==> config.mk <==
export PLATFORM = sky130hd
export DESIGN_NAME = sorted_timer_queue_core
export DESIGN_NICKNAME = d
export VERILOG_FILES = /design/src/hdl/stq_pkg.sv /design/src/hdl/sorted_timer_queue_core.sv /design/src/hdl/stq_ram.sv /design/src/hdl/stq_datapath.sv /design/src/hdl/stq_controller.sv
export VERILOG_INCLUDE_DIRS = /design/src /design/src/hdl
export SDC_FILE = /design/constraint.sdc
export NUM_CORES = 1
export LEC_CHECK = 0
export BUFFER_PORTS_ARGS = -buffer_cell sky130_fd_sc_hd__buf_2
export CELL_PAD_IN_SITES_DETAIL_PLACEMENT = 1
export CELL_PAD_IN_SITES_GLOBAL_PLACEMENT = 2
export CORE_MARGIN = 2
export CORE_UTILIZATION = 44
export DETAILED_ROUTE_END_ITERATION = 8
export HOLD_SLACK_MARGIN = 0.06
export PLACE_DENSITY = 0.75
export SYNTH_ARGS = -nofsm -noshare
export SYNTH_HDL_FRONTEND = slang
export SYNTH_SLANG_ARGS = --single-unit
==> constraint.sdc <==
create_clock -name clk -period 8.8 [get_ports clk]
set_clock_uncertainty 0.15 [all_clocks]
set_input_delay 0.44 -clock clk [delete_from_list [all_inputs] [get_ports clk]]
set_output_delay 0.44 -clock clk [all_outputs]
set_load 0.03 [all_outputs]
==> src/hdl/sorted_timer_queue_core_macros.svh <==
// ----------------------------------------------------------------------------
// Sorted timer queue: assertion macros
// Concurrent assertion wrappers shared by the queue RTL. Define NO_ASSERTIONS
// to compile them away.
// ----------------------------------------------------------------------------
`ifndef SORTED_TIMER_QUEUE_CORE_MACROS_SVH
`define SORTED_TIMER_QUEUE_CORE_MACROS_SVH
`ifndef NO_ASSERTIONS
// property holds at every clock edge out of reset
`define STQ_ASSERT(name, clk, rst_n, prop, msg) \
    name: assert property (@(posedge clk) disable iff (!rst_n) (prop)) else $error(msg);
// same-cycle implication
`define STQ_ASSERT_SAME(name, clk, rst_n, ante, cons, msg) \
    name: assert property (@(posedge clk) disable iff (!rst_n) (ante) |-> (cons)) \
        else $error(msg);
// next-cycle implication
`define STQ_ASSERT_NEXT(name, clk, rst_n, ante, cons, msg) \
    name: assert property (@(posedge clk) disable iff (!rst_n) (ante) |=> (cons)) \
        else $error(msg);
`else
`define STQ_ASSERT(name, clk, rst_n, prop, msg)
`define STQ_ASSERT_SAME(name, clk, rst_n, ante, cons, msg)
`define STQ_ASSERT_NEXT(name, clk, rst_n, ante, cons, msg)
`endif
`endif

==> src/hdl/stq_pkg.sv <==
// ----------------------------------------------------------------------------
// Sorted timer queue package
// Field widths, command and status codes, controller states and the
// command/status bundles between controller and datapath.
// ----------------------------------------------------------------------------
package stq_pkg;

    localparam int DEF_QUEUE_DEPTH = 16;
    localparam int DEF_ID_BITS     = 8;

    localparam int DL_W      = 64;
    localparam int DELAY_W   = 32;
    localparam int ID_PORT_W = 8;
    localparam int MAX_ID_W  = 16;
    localparam int MODE_W    = 2;
    localparam int STATUS_W  = 2;

    localparam logic [MODE_W-1:0] MODE_SET   = 2'd0;
    localparam logic [MODE_W-1:0] MODE_CLEAR = 2'd1;
    localparam logic [MODE_W-1:0] MODE_TICK  = 2'd2;

    localparam logic [STATUS_W-1:0] ST_OK          = 2'd0;
    localparam logic [STATUS_W-1:0] ST_CLEAR_EMPTY = 2'd1;
    localparam logic [STATUS_W-1:0] ST_SET_FULL    = 2'd2;

    typedef enum logic [3:0] {
        CS_IDLE,
        CS_DISPATCH,
        CS_SET_WALK,
        CS_SET_PLACE,
        CS_CLEAR_WALK,
        CS_TICK_HEAD,
        CS_TICK_CHECK,
        CS_TICK_SHIFT,
        CS_RESPOND
    } ctl_state_t;

    typedef enum logic [1:0] {
        WA_ZERO,
        WA_PLUS1,
        WA_MINUS1,
        WA_FILL
    } wr_addr_sel_t;

    typedef struct packed {
        logic         load;
        logic         ptr_init;
        logic         ptr_down;
        logic         rd_en;
        logic         wr_en;
        logic         wr_new;
        wr_addr_sel_t wa_sel;
        logic         fill_inc;
        logic         cnt_inc;
        logic         cnt_dec;
        logic         cnt_load;
        logic         res_full;
        logic         res_empty;
        logic         res_expire;
    } dp_cmd_t;

    typedef struct packed {
        logic [MODE_W-1:0] mode;
        logic              cnt_zero;
        logic              cnt_full;
        logic              rd_more;
        logic              pend_valid;
        logic              pend_zero;
        logic              data_later;
        logic              data_expired;
        logic              data_match;
    } dp_stat_t;

endpackage

==> src/hdl/sorted_timer_queue_core.sv <==
// ----------------------------------------------------------------------------
// Sorted timer queue core
// Deadline-ordered timer queue: set, clear and tick commands.
// ----------------------------------------------------------------------------
// A command on an empty queue, a set on a full queue or a mode-3 command goes
// from dispatch straight to the response; a tick that does not expire reads
// only the head; a set walks up to count entries, a clear and an expiring tick
// walk all of them, with one RAM read and at most one write per entry.
// Throughput: next command accepted the cycle after done; results cannot be
// stalled. Reset (rst_n low, async) empties the queue; RAM is not cleared.
module sorted_timer_queue_core import stq_pkg::*; #(
    parameter int QUEUE_DEPTH = DEF_QUEUE_DEPTH,
    parameter int ID_BITS     = DEF_ID_BITS
) (
    input  logic                 clk,
    input  logic                 rst_n,
    input  logic                 start,
    output logic                 busy,
    input  logic [MODE_W-1:0]    mode,
    input  logic [ID_PORT_W-1:0] timer_id,
    input  logic [DELAY_W-1:0]   delay_usec,
    input  logic [DL_W-1:0]      now_usec,
    output logic                 done,
    output logic                 expired_valid,
    output logic [ID_PORT_W-1:0] expired_id,
    output logic [STATUS_W-1:0]  status
);

    dp_cmd_t  cmd;
    dp_stat_t stat;

    stq_controller u_ctl (
        .clk   (clk),
        .rst_n (rst_n),
        .start (start),
        .busy  (busy),
        .done  (done),
        .cmd   (cmd),
        .stat  (stat)
    );

    stq_datapath #(
        .QUEUE_DEPTH (QUEUE_DEPTH),
        .ID_BITS     (ID_BITS)
    ) u_dp (
        .clk           (clk),
        .rst_n         (rst_n),
        .cmd           (cmd),
        .stat          (stat),
        .mode          (mode),
        .timer_id      (timer_id),
        .delay_usec    (delay_usec),
        .now_usec      (now_usec),
        .expired_valid (expired_valid),
        .expired_id    (expired_id),
        .status        (status)
    );

endmodule

==> src/hdl/stq_ram.sv <==
// ----------------------------------------------------------------------------
// Generic RAM
// One write port, one read port, registered read data (old data on a
// same-address read and write).
// ----------------------------------------------------------------------------
module stq_ram #(
    parameter int WIDTH = 8,
    parameter int DEPTH = 16
) (
    input  logic                     clk,
    input  logic                     we,
    input  logic [$clog2(DEPTH)-1:0] waddr,
    input  logic [WIDTH-1:0]         wdata,
    input  logic [$clog2(DEPTH)-1:0] raddr,
    output logic [WIDTH-1:0]         rdata
);

    logic [WIDTH-1:0] mem [DEPTH];

    always_ff @(posedge clk)
    begin
        if (we)
        begin
            mem[waddr] <= wdata;
        end
        rdata <= mem[raddr];
    end

endmodule

==> src/hdl/stq_datapath.sv <==
// ----------------------------------------------------------------------------
// Sorted timer queue datapath
// Entry RAM, command registers, walk pointers, entry count and result
// registers. Acts on commands from the controller, reports compare status.
// ----------------------------------------------------------------------------
`include "sorted_timer_queue_core_macros.svh"

module stq_datapath import stq_pkg::*; #(
    parameter int QUEUE_DEPTH = DEF_QUEUE_DEPTH,
    parameter int ID_BITS     = DEF_ID_BITS
) (
    input  logic                 clk,
    input  logic                 rst_n,
    input  dp_cmd_t              cmd,
    output dp_stat_t             stat,
    input  logic [MODE_W-1:0]    mode,
    input  logic [ID_PORT_W-1:0] timer_id,
    input  logic [DELAY_W-1:0]   delay_usec,
    input  logic [DL_W-1:0]      now_usec,
    output logic                 expired_valid,
    output logic [ID_PORT_W-1:0] expired_id,
    output logic [STATUS_W-1:0]  status
);

    localparam int IDX_W = $clog2(QUEUE_DEPTH);
    localparam int CNT_W = $clog2(QUEUE_DEPTH + 1);
    localparam int ENT_W = DL_W + ID_BITS;

    logic [MODE_W-1:0]    mode_reg;
    logic [ID_BITS-1:0]   id_reg;
    logic [DL_W-1:0]      key_reg;      // deadline for set, now for tick
    logic [CNT_W-1:0]     count_reg;
    logic [IDX_W-1:0]     rd_idx_reg;
    logic [CNT_W-1:0]     rd_left_reg;
    logic                 pend_valid_reg;
    logic [IDX_W-1:0]     pend_idx_reg;
    logic [CNT_W-1:0]     fill_reg;
    logic                 exp_valid_reg;
    logic [ID_PORT_W-1:0] exp_id_reg;
    logic [STATUS_W-1:0]  status_reg;

    logic [DL_W:0]        dl_sum;
    logic [DL_W-1:0]      key_next;
    logic [MAX_ID_W-1:0]  id_in_wide;
    logic [MAX_ID_W-1:0]  id_out_wide;
    logic [CNT_W-1:0]     cnt_m1;

    logic                 ram_we;
    logic [IDX_W-1:0]     ram_waddr;
    logic [ENT_W-1:0]     ram_wdata;
    logic [ENT_W-1:0]     ram_rdata;
    logic [DL_W-1:0]      rd_dl;
    logic [ID_BITS-1:0]   rd_id;

    // saturating deadline
    assign dl_sum     = (DL_W+1)'(now_usec) + (DL_W+1)'(delay_usec);
    assign key_next   = (mode != MODE_SET) ? now_usec :
                        (dl_sum[DL_W] ? {DL_W{1'b1}} : dl_sum[DL_W-1:0]);
    assign id_in_wide = MAX_ID_W'(timer_id);
    assign cnt_m1     = count_reg - CNT_W'(1);

    assign rd_dl       = ram_rdata[ENT_W-1:ID_BITS];
    assign rd_id       = ram_rdata[ID_BITS-1:0];
    assign id_out_wide = MAX_ID_W'(rd_id);

    always_comb
    begin
        case (cmd.wa_sel)
            WA_ZERO:   ram_waddr = '0;
            WA_PLUS1:  ram_waddr = pend_idx_reg + IDX_W'(1);
            WA_MINUS1: ram_waddr = pend_idx_reg - IDX_W'(1);
            WA_FILL:   ram_waddr = fill_reg[IDX_W-1:0];
            default:   ram_waddr = '0;
        endcase
    end

    assign ram_we    = cmd.wr_en;
    assign ram_wdata = cmd.wr_new ? {key_reg, id_reg} : ram_rdata;

    stq_ram #(
        .WIDTH (ENT_W),
        .DEPTH (QUEUE_DEPTH)
    ) u_ram (
        .clk   (clk),
        .we    (ram_we),
        .waddr (ram_waddr),
        .wdata (ram_wdata),
        .raddr (rd_idx_reg),
        .rdata (ram_rdata)
    );

    // control state
    always_ff @(posedge clk or negedge rst_n)
    begin
        if (!rst_n)
        begin
            count_reg      <= '0;
            rd_left_reg    <= '0;
            pend_valid_reg <= 1'b0;
            fill_reg       <= '0;
        end
        else
        begin
            pend_valid_reg <= cmd.rd_en;
            if (cmd.ptr_init)
            begin
                rd_left_reg <= count_reg;
            end
            else if (cmd.rd_en)
            begin
                rd_left_reg <= rd_left_reg - CNT_W'(1);
            end
            if (cmd.ptr_init)
            begin
                fill_reg <= '0;
            end
            else if (cmd.fill_inc)
            begin
                fill_reg <= fill_reg + CNT_W'(1);
            end
            if (cmd.cnt_inc)
            begin
                count_reg <= count_reg + CNT_W'(1);
            end
            else if (cmd.cnt_dec)
            begin
                count_reg <= cnt_m1;
            end
            else if (cmd.cnt_load)
            begin
                count_reg <= fill_reg;
            end
        end
    end

    // payload
    always_ff @(posedge clk)
    begin
        pend_idx_reg <= rd_idx_reg;
        if (cmd.load)
        begin
            mode_reg <= mode;
            id_reg   <= id_in_wide[ID_BITS-1:0];
            key_reg  <= key_next;
        end
        if (cmd.ptr_init)
        begin
            rd_idx_reg <= cmd.ptr_down ? cnt_m1[IDX_W-1:0] : '0;
        end
        else if (cmd.rd_en)
        begin
            rd_idx_reg <= cmd.ptr_down ? rd_idx_reg - IDX_W'(1) : rd_idx_reg + IDX_W'(1);
        end
        if (cmd.load)
        begin
            status_reg    <= ST_OK;
            exp_valid_reg <= 1'b0;
            exp_id_reg    <= '0;
        end
        else if (cmd.res_full)
        begin
            status_reg <= ST_SET_FULL;
        end
        else if (cmd.res_empty)
        begin
            status_reg <= ST_CLEAR_EMPTY;
        end
        else if (cmd.res_expire)
        begin
            exp_valid_reg <= 1'b1;
            exp_id_reg    <= id_out_wide[ID_PORT_W-1:0];
        end
    end

    assign stat.mode         = mode_reg;
    assign stat.cnt_zero     = (count_reg == '0);
    assign stat.cnt_full     = (count_reg == CNT_W'(QUEUE_DEPTH));
    assign stat.rd_more      = (rd_left_reg != '0);
    assign stat.pend_valid   = pend_valid_reg;
    assign stat.pend_zero    = (pend_idx_reg == '0);
    assign stat.data_later   = (rd_dl > key_reg);
    assign stat.data_expired = (key_reg > rd_dl);
    assign stat.data_match   = (rd_id == id_reg);

    assign expired_valid = exp_valid_reg;
    assign expired_id    = exp_id_reg;
    assign status        = status_reg;

    `STQ_ASSERT(a_count_bound, clk, rst_n, count_reg <= CNT_W'(QUEUE_DEPTH), "entry count over depth")
    `STQ_ASSERT_SAME(a_wr_in_range, clk, rst_n, cmd.wr_en, CNT_W'(ram_waddr) <= count_reg, "write beyond queue tail")
    `STQ_ASSERT(a_walk_bound, clk, rst_n, rd_left_reg <= count_reg, "walk runs past the entry count")

endmodule

==> src/hdl/stq_controller.sv <==
// ----------------------------------------------------------------------------
// Sorted timer queue controller
// Command handshake and the state machine that sequences set, clear and
// tick walks over the entry RAM.
// ----------------------------------------------------------------------------
`include "sorted_timer_queue_core_macros.svh"

module stq_controller import stq_pkg::*; (
    input  logic     clk,
    input  logic     rst_n,
    input  logic     start,
    output logic     busy,
    output logic     done,
    output dp_cmd_t  cmd,
    input  dp_stat_t stat
);

    ctl_state_t state_reg;
    ctl_state_t state_next;

    always_ff @(posedge clk or negedge rst_n)
    begin
        if (!rst_n)
        begin
            state_reg <= CS_IDLE;
        end
        else
        begin
            state_reg <= state_next;
        end
    end

    // next state
    always_comb
    begin
        state_next = state_reg;
        case (state_reg)
            CS_IDLE:
            begin
                if (start)
                begin
                    state_next = CS_DISPATCH;
                end
            end
            CS_DISPATCH:
            begin
                state_next = CS_RESPOND;
                case (stat.mode)
                    MODE_SET:
                    begin
                        if (!stat.cnt_full && !stat.cnt_zero)
                        begin
                            state_next = CS_SET_WALK;
                        end
                    end
                    MODE_CLEAR:
                    begin
                        if (!stat.cnt_zero)
                        begin
                            state_next = CS_CLEAR_WALK;
                        end
                    end
                    MODE_TICK:
                    begin
                        if (!stat.cnt_zero)
                        begin
                            state_next = CS_TICK_HEAD;
                        end
                    end
                    default:
                    begin
                        state_next = CS_RESPOND;
                    end
                endcase
            end
            CS_SET_WALK:
            begin
                if (stat.pend_valid)
                begin
                    if (!stat.data_later)
                    begin
                        state_next = CS_RESPOND;
                    end
                    else if (stat.pend_zero)
                    begin
                        state_next = CS_SET_PLACE;
                    end
                end
            end
            CS_SET_PLACE:
            begin
                state_next = CS_RESPOND;
            end
            CS_CLEAR_WALK:
            begin
                if (!stat.rd_more && !stat.pend_valid)
                begin
                    state_next = CS_RESPOND;
                end
            end
            CS_TICK_HEAD:
            begin
                state_next = CS_TICK_CHECK;
            end
            CS_TICK_CHECK:
            begin
                state_next = stat.data_expired ? CS_TICK_SHIFT : CS_RESPOND;
            end
            CS_TICK_SHIFT:
            begin
                if (!stat.rd_more && !stat.pend_valid)
                begin
                    state_next = CS_RESPOND;
                end
            end
            CS_RESPOND:
            begin
                state_next = CS_IDLE;
            end
            default:
            begin
                state_next = CS_IDLE;
            end
        endcase
    end

    // outputs
    always_comb
    begin
        cmd  = '0;
        busy = (state_reg != CS_IDLE);
        done = (state_reg == CS_RESPOND);
        case (state_reg)
            CS_IDLE:
            begin
                cmd.load = start;
            end
            CS_DISPATCH:
            begin
                case (stat.mode)
                    MODE_SET:
                    begin
                        cmd.ptr_down = 1'b1;
                        if (stat.cnt_full)
                        begin
                            cmd.res_full = 1'b1;
                        end
                        else if (stat.cnt_zero)
                        begin
                            cmd.wr_en   = 1'b1;
                            cmd.wr_new  = 1'b1;
                            cmd.wa_sel  = WA_ZERO;
                            cmd.cnt_inc = 1'b1;
                        end
                        else
                        begin
                            cmd.ptr_init = 1'b1;
                        end
                    end
                    MODE_CLEAR:
                    begin
                        if (stat.cnt_zero)
                        begin
                            cmd.res_empty = 1'b1;
                        end
                        else
                        begin
                            cmd.ptr_init = 1'b1;
                        end
                    end
                    MODE_TICK:
                    begin
                        cmd.ptr_init = !stat.cnt_zero;
                    end
                    default:
                    begin
                        cmd.ptr_init = 1'b0;
                    end
                endcase
            end
            CS_SET_WALK:
            begin
                // walk down from the tail, shifting later deadlines up by one
                cmd.ptr_down = 1'b1;
                cmd.rd_en    = stat.rd_more;
                if (stat.pend_valid)
                begin
                    cmd.wr_en  = 1'b1;
                    cmd.wa_sel = WA_PLUS1;
                    if (!stat.data_later)
                    begin
                        cmd.wr_new  = 1'b1;
                        cmd.cnt_inc = 1'b1;
                    end
                end
            end
            CS_SET_PLACE:
            begin
                cmd.wr_en   = 1'b1;
                cmd.wr_new  = 1'b1;
                cmd.wa_sel  = WA_ZERO;
                cmd.cnt_inc = 1'b1;
            end
            CS_CLEAR_WALK:
            begin
                // compact survivors toward the head
                cmd.rd_en = stat.rd_more;
                if (stat.pend_valid && !stat.data_match)
                begin
                    cmd.wr_en    = 1'b1;
                    cmd.wa_sel   = WA_FILL;
                    cmd.fill_inc = 1'b1;
                end
                cmd.cnt_load = !stat.rd_more && !stat.pend_valid;
            end
            CS_TICK_HEAD:
            begin
                cmd.rd_en = 1'b1;
            end
            CS_TICK_CHECK:
            begin
                if (stat.data_expired)
                begin
                    cmd.res_expire = 1'b1;
                    cmd.cnt_dec    = 1'b1;
                    cmd.rd_en      = stat.rd_more;
                end
            end
            CS_TICK_SHIFT:
            begin
                cmd.rd_en = stat.rd_more;
                if (stat.pend_valid)
                begin
                    cmd.wr_en  = 1'b1;
                    cmd.wa_sel = WA_MINUS1;
                end
            end
            CS_RESPOND:
            begin
                cmd.load = 1'b0;
            end
            default:
            begin
                cmd.load = 1'b0;
            end
        endcase
    end

    `STQ_ASSERT_NEXT(a_accept_dispatch, clk, rst_n, start && !busy, state_reg == CS_DISPATCH, "transfer not dispatched")
    `STQ_ASSERT_NEXT(a_done_to_idle, clk, rst_n, done, !busy, "not idle after result")
    `STQ_ASSERT_SAME(a_shift_has_data, clk, rst_n, cmd.wr_en && !cmd.wr_new, stat.pend_valid, "entry move without read data")

endmodule
==> key figures <==
Routing
  – Antenna Nets Post-Route: 0
  – Via count: 28600
  – DRT iter0 DRCs: 2739
  – DR pass1 iterations: 5
  – WL final: ~140000 microns
  – DR WL/cell: 29.7 microns
  – DR DRC count: 0
  – DR vias/cell: 5.89

Setup path
  – Worst setup EP type: register
  – Delay of the slowest cell on the worst path: 970 ps
  – Worst path slowest cell: buf_4
  – Kind of cell adding the most delay to the critical path: simple AND/OR/NAND/NOR gates
  – Data required, critical path: 8990 ps
  – Worst r2r dst: u_dp.u_ram.mem[9][54]$_DFFE_PP_
  – Worst setup SP type: register
  – Critical path, cell by cell: nor2_1, o21ai_0, nor2_1, a21o_1, inv_1, ha_1, ha_1, a21o_1, a21oi_1, xnor2_1, o21ai_0, nand3b_1, nor2_4, buf_4
  – Flop2flop setup slack: 3070 ps
  – CP max FO: 52
  – CP Data Arrival Time: between 5000 and 6000 ps
  – Worst reg2reg startpoint: u_ctl.state_reg[1]$_DFFE_PN0P_
  – Buf/Inv on CP: 2
  – Kind of critical path: reg2reg
  – Reg2reg path depth: 14

STA
  – Final Critical Period: ~5700 ps
  – Least-Margin Pin Slew: between 1000 and 1500 ps
  – Final critical-path share of the clock period: 0.651
  – Slew HR: 0.157
  – Setup TNS: 0 ps
  – Fin. max-slew vios: 0
  – Finish-stage setup viols: 0
  – Hold Violations, Final: 0
  – Fmax: 0.175 GHz
  – Unrepaired setup endpoints after global routing: no

Yosys
  – Post-synth top flop: edfxtp_1
  – Share of the synthesized area in the top cell type: 0.672
  – FF+latch count, synth: 1337
  – Area of the mapped netlist: 55000 sq um
  – Cell variety after synth: 70
  – Ys Warns: 0
  – Synth Net Count: 3063
  – Fraction of registers with async set/reset: 0.0150
  – Largest area contributor in the netlist: edfxtp_1
  – Sequential-to-total area share from yosys stat: 0.713
  – Post-synth EDFFs: 1230
  – Largest cells by area after synthesis: edfxtp_1 (67%), mux4_2 (15%), dfxtp_1 (3.2%)
  – Synth Instances: 2843
  – Avg Cell Area, Syn: about 19 sq um

Placed design
  – Placed cell count: between 4000 and 5000
  – Input/output buffers: roughly 120
  – Routability cong.: 0.793
  – DP HPWL: 82300 microns

Layout
  – # fillers: 11100
  – FF+latch area: 39200 sq um
  – Finished Layout Cells: 4865
  – Area occupied by multi-input gates: about 15000 sq um
  – Commonest non-fill, non-tap cells in the layout: edfxtp_1 (1230), mux4_2 (360), clkbuf_16 (143)
  – Nets@finish: 3333
  – Share of layout cells above drive strength 1: 0.263
  – Commonest non-fill, non-tap cell in the layout: edfxtp_1
  – Largest register FFs: between 1000 and 1500
  – Area Overhead vs Synth: 14.6%
  – Utilization after layout: 0.509

Pwr
  – Leakage: 0.0210 uW
  – Peak VDD IR: 349 uV
  – Pwr dens: 325 nW/um^2

Clock network
  – H-tree depth: 4
  – Clk_lat worst skew: about 750 ps
  – Worst-path clk slew: approximately 60 ps
  – Number of CTS-inserted buffers: about 140
  – Post-CTS repair timing setup buffer count: 0
  – CTS max path bufs: 3
  – Clock root buffer: clkbuf_16
  – CTS sink cnt: ~1300
  – CTS tree: yes

Run
  – Max_cap viols: 0

Floorplanning
  – I/O pin cnt: 122
  – Area of the core: approximately 120000 sq um
  – Die area: ~130000 sq um
  – Chip Height: 357 microns
  – Row count: between 100 and 150
  – Die width: approximately 360 microns
  – Starting density of the core: 0.444

Hold path
  – Hold Crit Endpoint: u_dp.key_reg[39]$_DFFE_PP_
  – Hold Path Class: in2reg
  – Hold Path Depth: 4
  – Min-Delay Startpoint: now_usec[39]

GRT
  – Vias in the first global route: 30800
  – Gr usage total: 0.229
  – First-pass GRT wire length: 211000 microns
  – Antenna violations before repair: 9
  – Gr ovfl total: 0
  – Largest net degree at the start of global routing: 166

Run status
  – Status: completed
==> metal layers <==
metal	track usage	part of all wire	vias to the layer above
met2	0.364	0.48	992
met3	0.0432	0.064	256
met5	0	0.00055	-
met4	0.0863	0.036	14
li1	-	-	12100
met1	0.318	0.42	15200
==> area by class of cell <==
cell class | instances | share of cell area
flip-flops and latches | 1337 | 0.622
multi-input cells | 1285 | 0.238
clock buffers | 188 | 0.0611
well taps | 1637 | 0.0325
repair buffers | 250 | 0.0292
clock inverters | 69 | 0.0108
inverters | 98 | 0.00584
diodes | 1 | 0.0000397
==> synthesized netlist by cell type, types with 6 or more instances <==
master    count
inv_1        97
or3_1         7
ha_1        108
buf_2         9
buf_6         9
mux2_2       17
edfxtp_1   1230
nand3_1      44
xor2_1       32
clkbuf_1     70
buf_1        35
nor4_1       11
nand2b_1      7
a31oi_1       6
nand2_1     119
o21a_1       11
dfxtp_1      87
xnor2_1      31
o22ai_1       8
nor3_1       24
nor2b_1       9
o21ai_0      54
o211ai_1     16
nand4_1      26
a21o_1       27
a211oi_1      9
mux2i_1       6
and3_1       11
a21oi_1     104
mux4_2      360
dfrtp_1      20
mux2_4       61
nor2_1       91
==> report_power, final <==
| part | total [uW] | switching [uW] | internal, uW |
|---|---|---|---|
| clock network | 5820 | 2460 | 3360 |
| logic | 5850 | 3260 | 2590 |
| registers | 8820 | 388 | 8440 |
==> worst reg2reg max path: stages, from the launching register on <==
cell and delay [ps]:
dfrtp_1 480, nor2_1 330, o21ai_0 200, nor2_1 390
a21o_1 160, inv_1 60, ha_1 260, ha_1 300
a21o_1 170, a21oi_1 160, xnor2_1 110, o21ai_0 260
nand3b_1 370, nor2_4 830, buf_4 980
==> through the flow <==
stage          instance area, sq um  setup slack (ps)  total power [uW]  hold WS [ps]
2_1_floorplan                 55000               399             13000         -5.59
3_3_place_gp                  57600              3200             14500           278
3_5_place_dp                  57600              3060             14800           289
4_1_cts                       63000              3060             20600          60.8
5_1_grt                       63000              2580             21300           107
6_report                      63000              3070             20500          98.3
==> timing repair <==
| action | 4_1_cts | 5_1_grt |
|---|---|---|
| endpoints found under the hold margin | 91 | 0 |
| hold buffers | 80 | 0 |
| gates resized for setup | 0 | 0 |
==> how the worst max path moves through the flow <==
| stage | startpoint | to | slack (ps) | cells after the start |
|---|---|---|---|---|
| 2_1_floorplan | u_ctl.state_reg[0]$_DFFE_PN0P_ | u_dp.u_ram.mem[8][0]$_DFFE_PP_ | 400 | 14 |
| 6_report | u_ctl.state_reg[1]$_DFFE_PN0P_ | u_dp.u_ram.mem[9][54]$_DFFE_PP_ | 3070 | 14 |
| 4_1_cts | u_ctl.state_reg[0]$_DFFE_PN0P_ | u_dp.u_ram.mem[9][25]$_DFFE_PP_ | 3060 | 14 |
| 3_3_place_gp | u_ctl.state_reg[0]$_DFFE_PN0P_ | u_dp.u_ram.mem[10][33]$_DFFE_PP_ | 3200 | 14 |
| 5_1_grt | u_ctl.state_reg[0]$_DFFE_PN0P_ | u_dp.u_ram.mem[9][33]$_DFFE_PP_ | 2580 | 14 |
| 3_5_place_dp | u_ctl.state_reg[0]$_DFFE_PN0P_ | u_dp.u_ram.mem[11][53]$_DFFE_PP_ | 3060 | 14 |
==> kinds of logic after synthesis <==
family	count (synthesis)	synth area share
adder cells (fa/ha/maj)	111	0.0257
multiplexers	444	0.169
XOR/XNOR	63	0.0100
AND/OR/NAND/NOR	380	0.0333
buffers and inverters	221	0.0165
flip-flops	1337	0.713
AO/OA/AOI/OAI	287	0.0329
(Power assumes the default switching activity.)
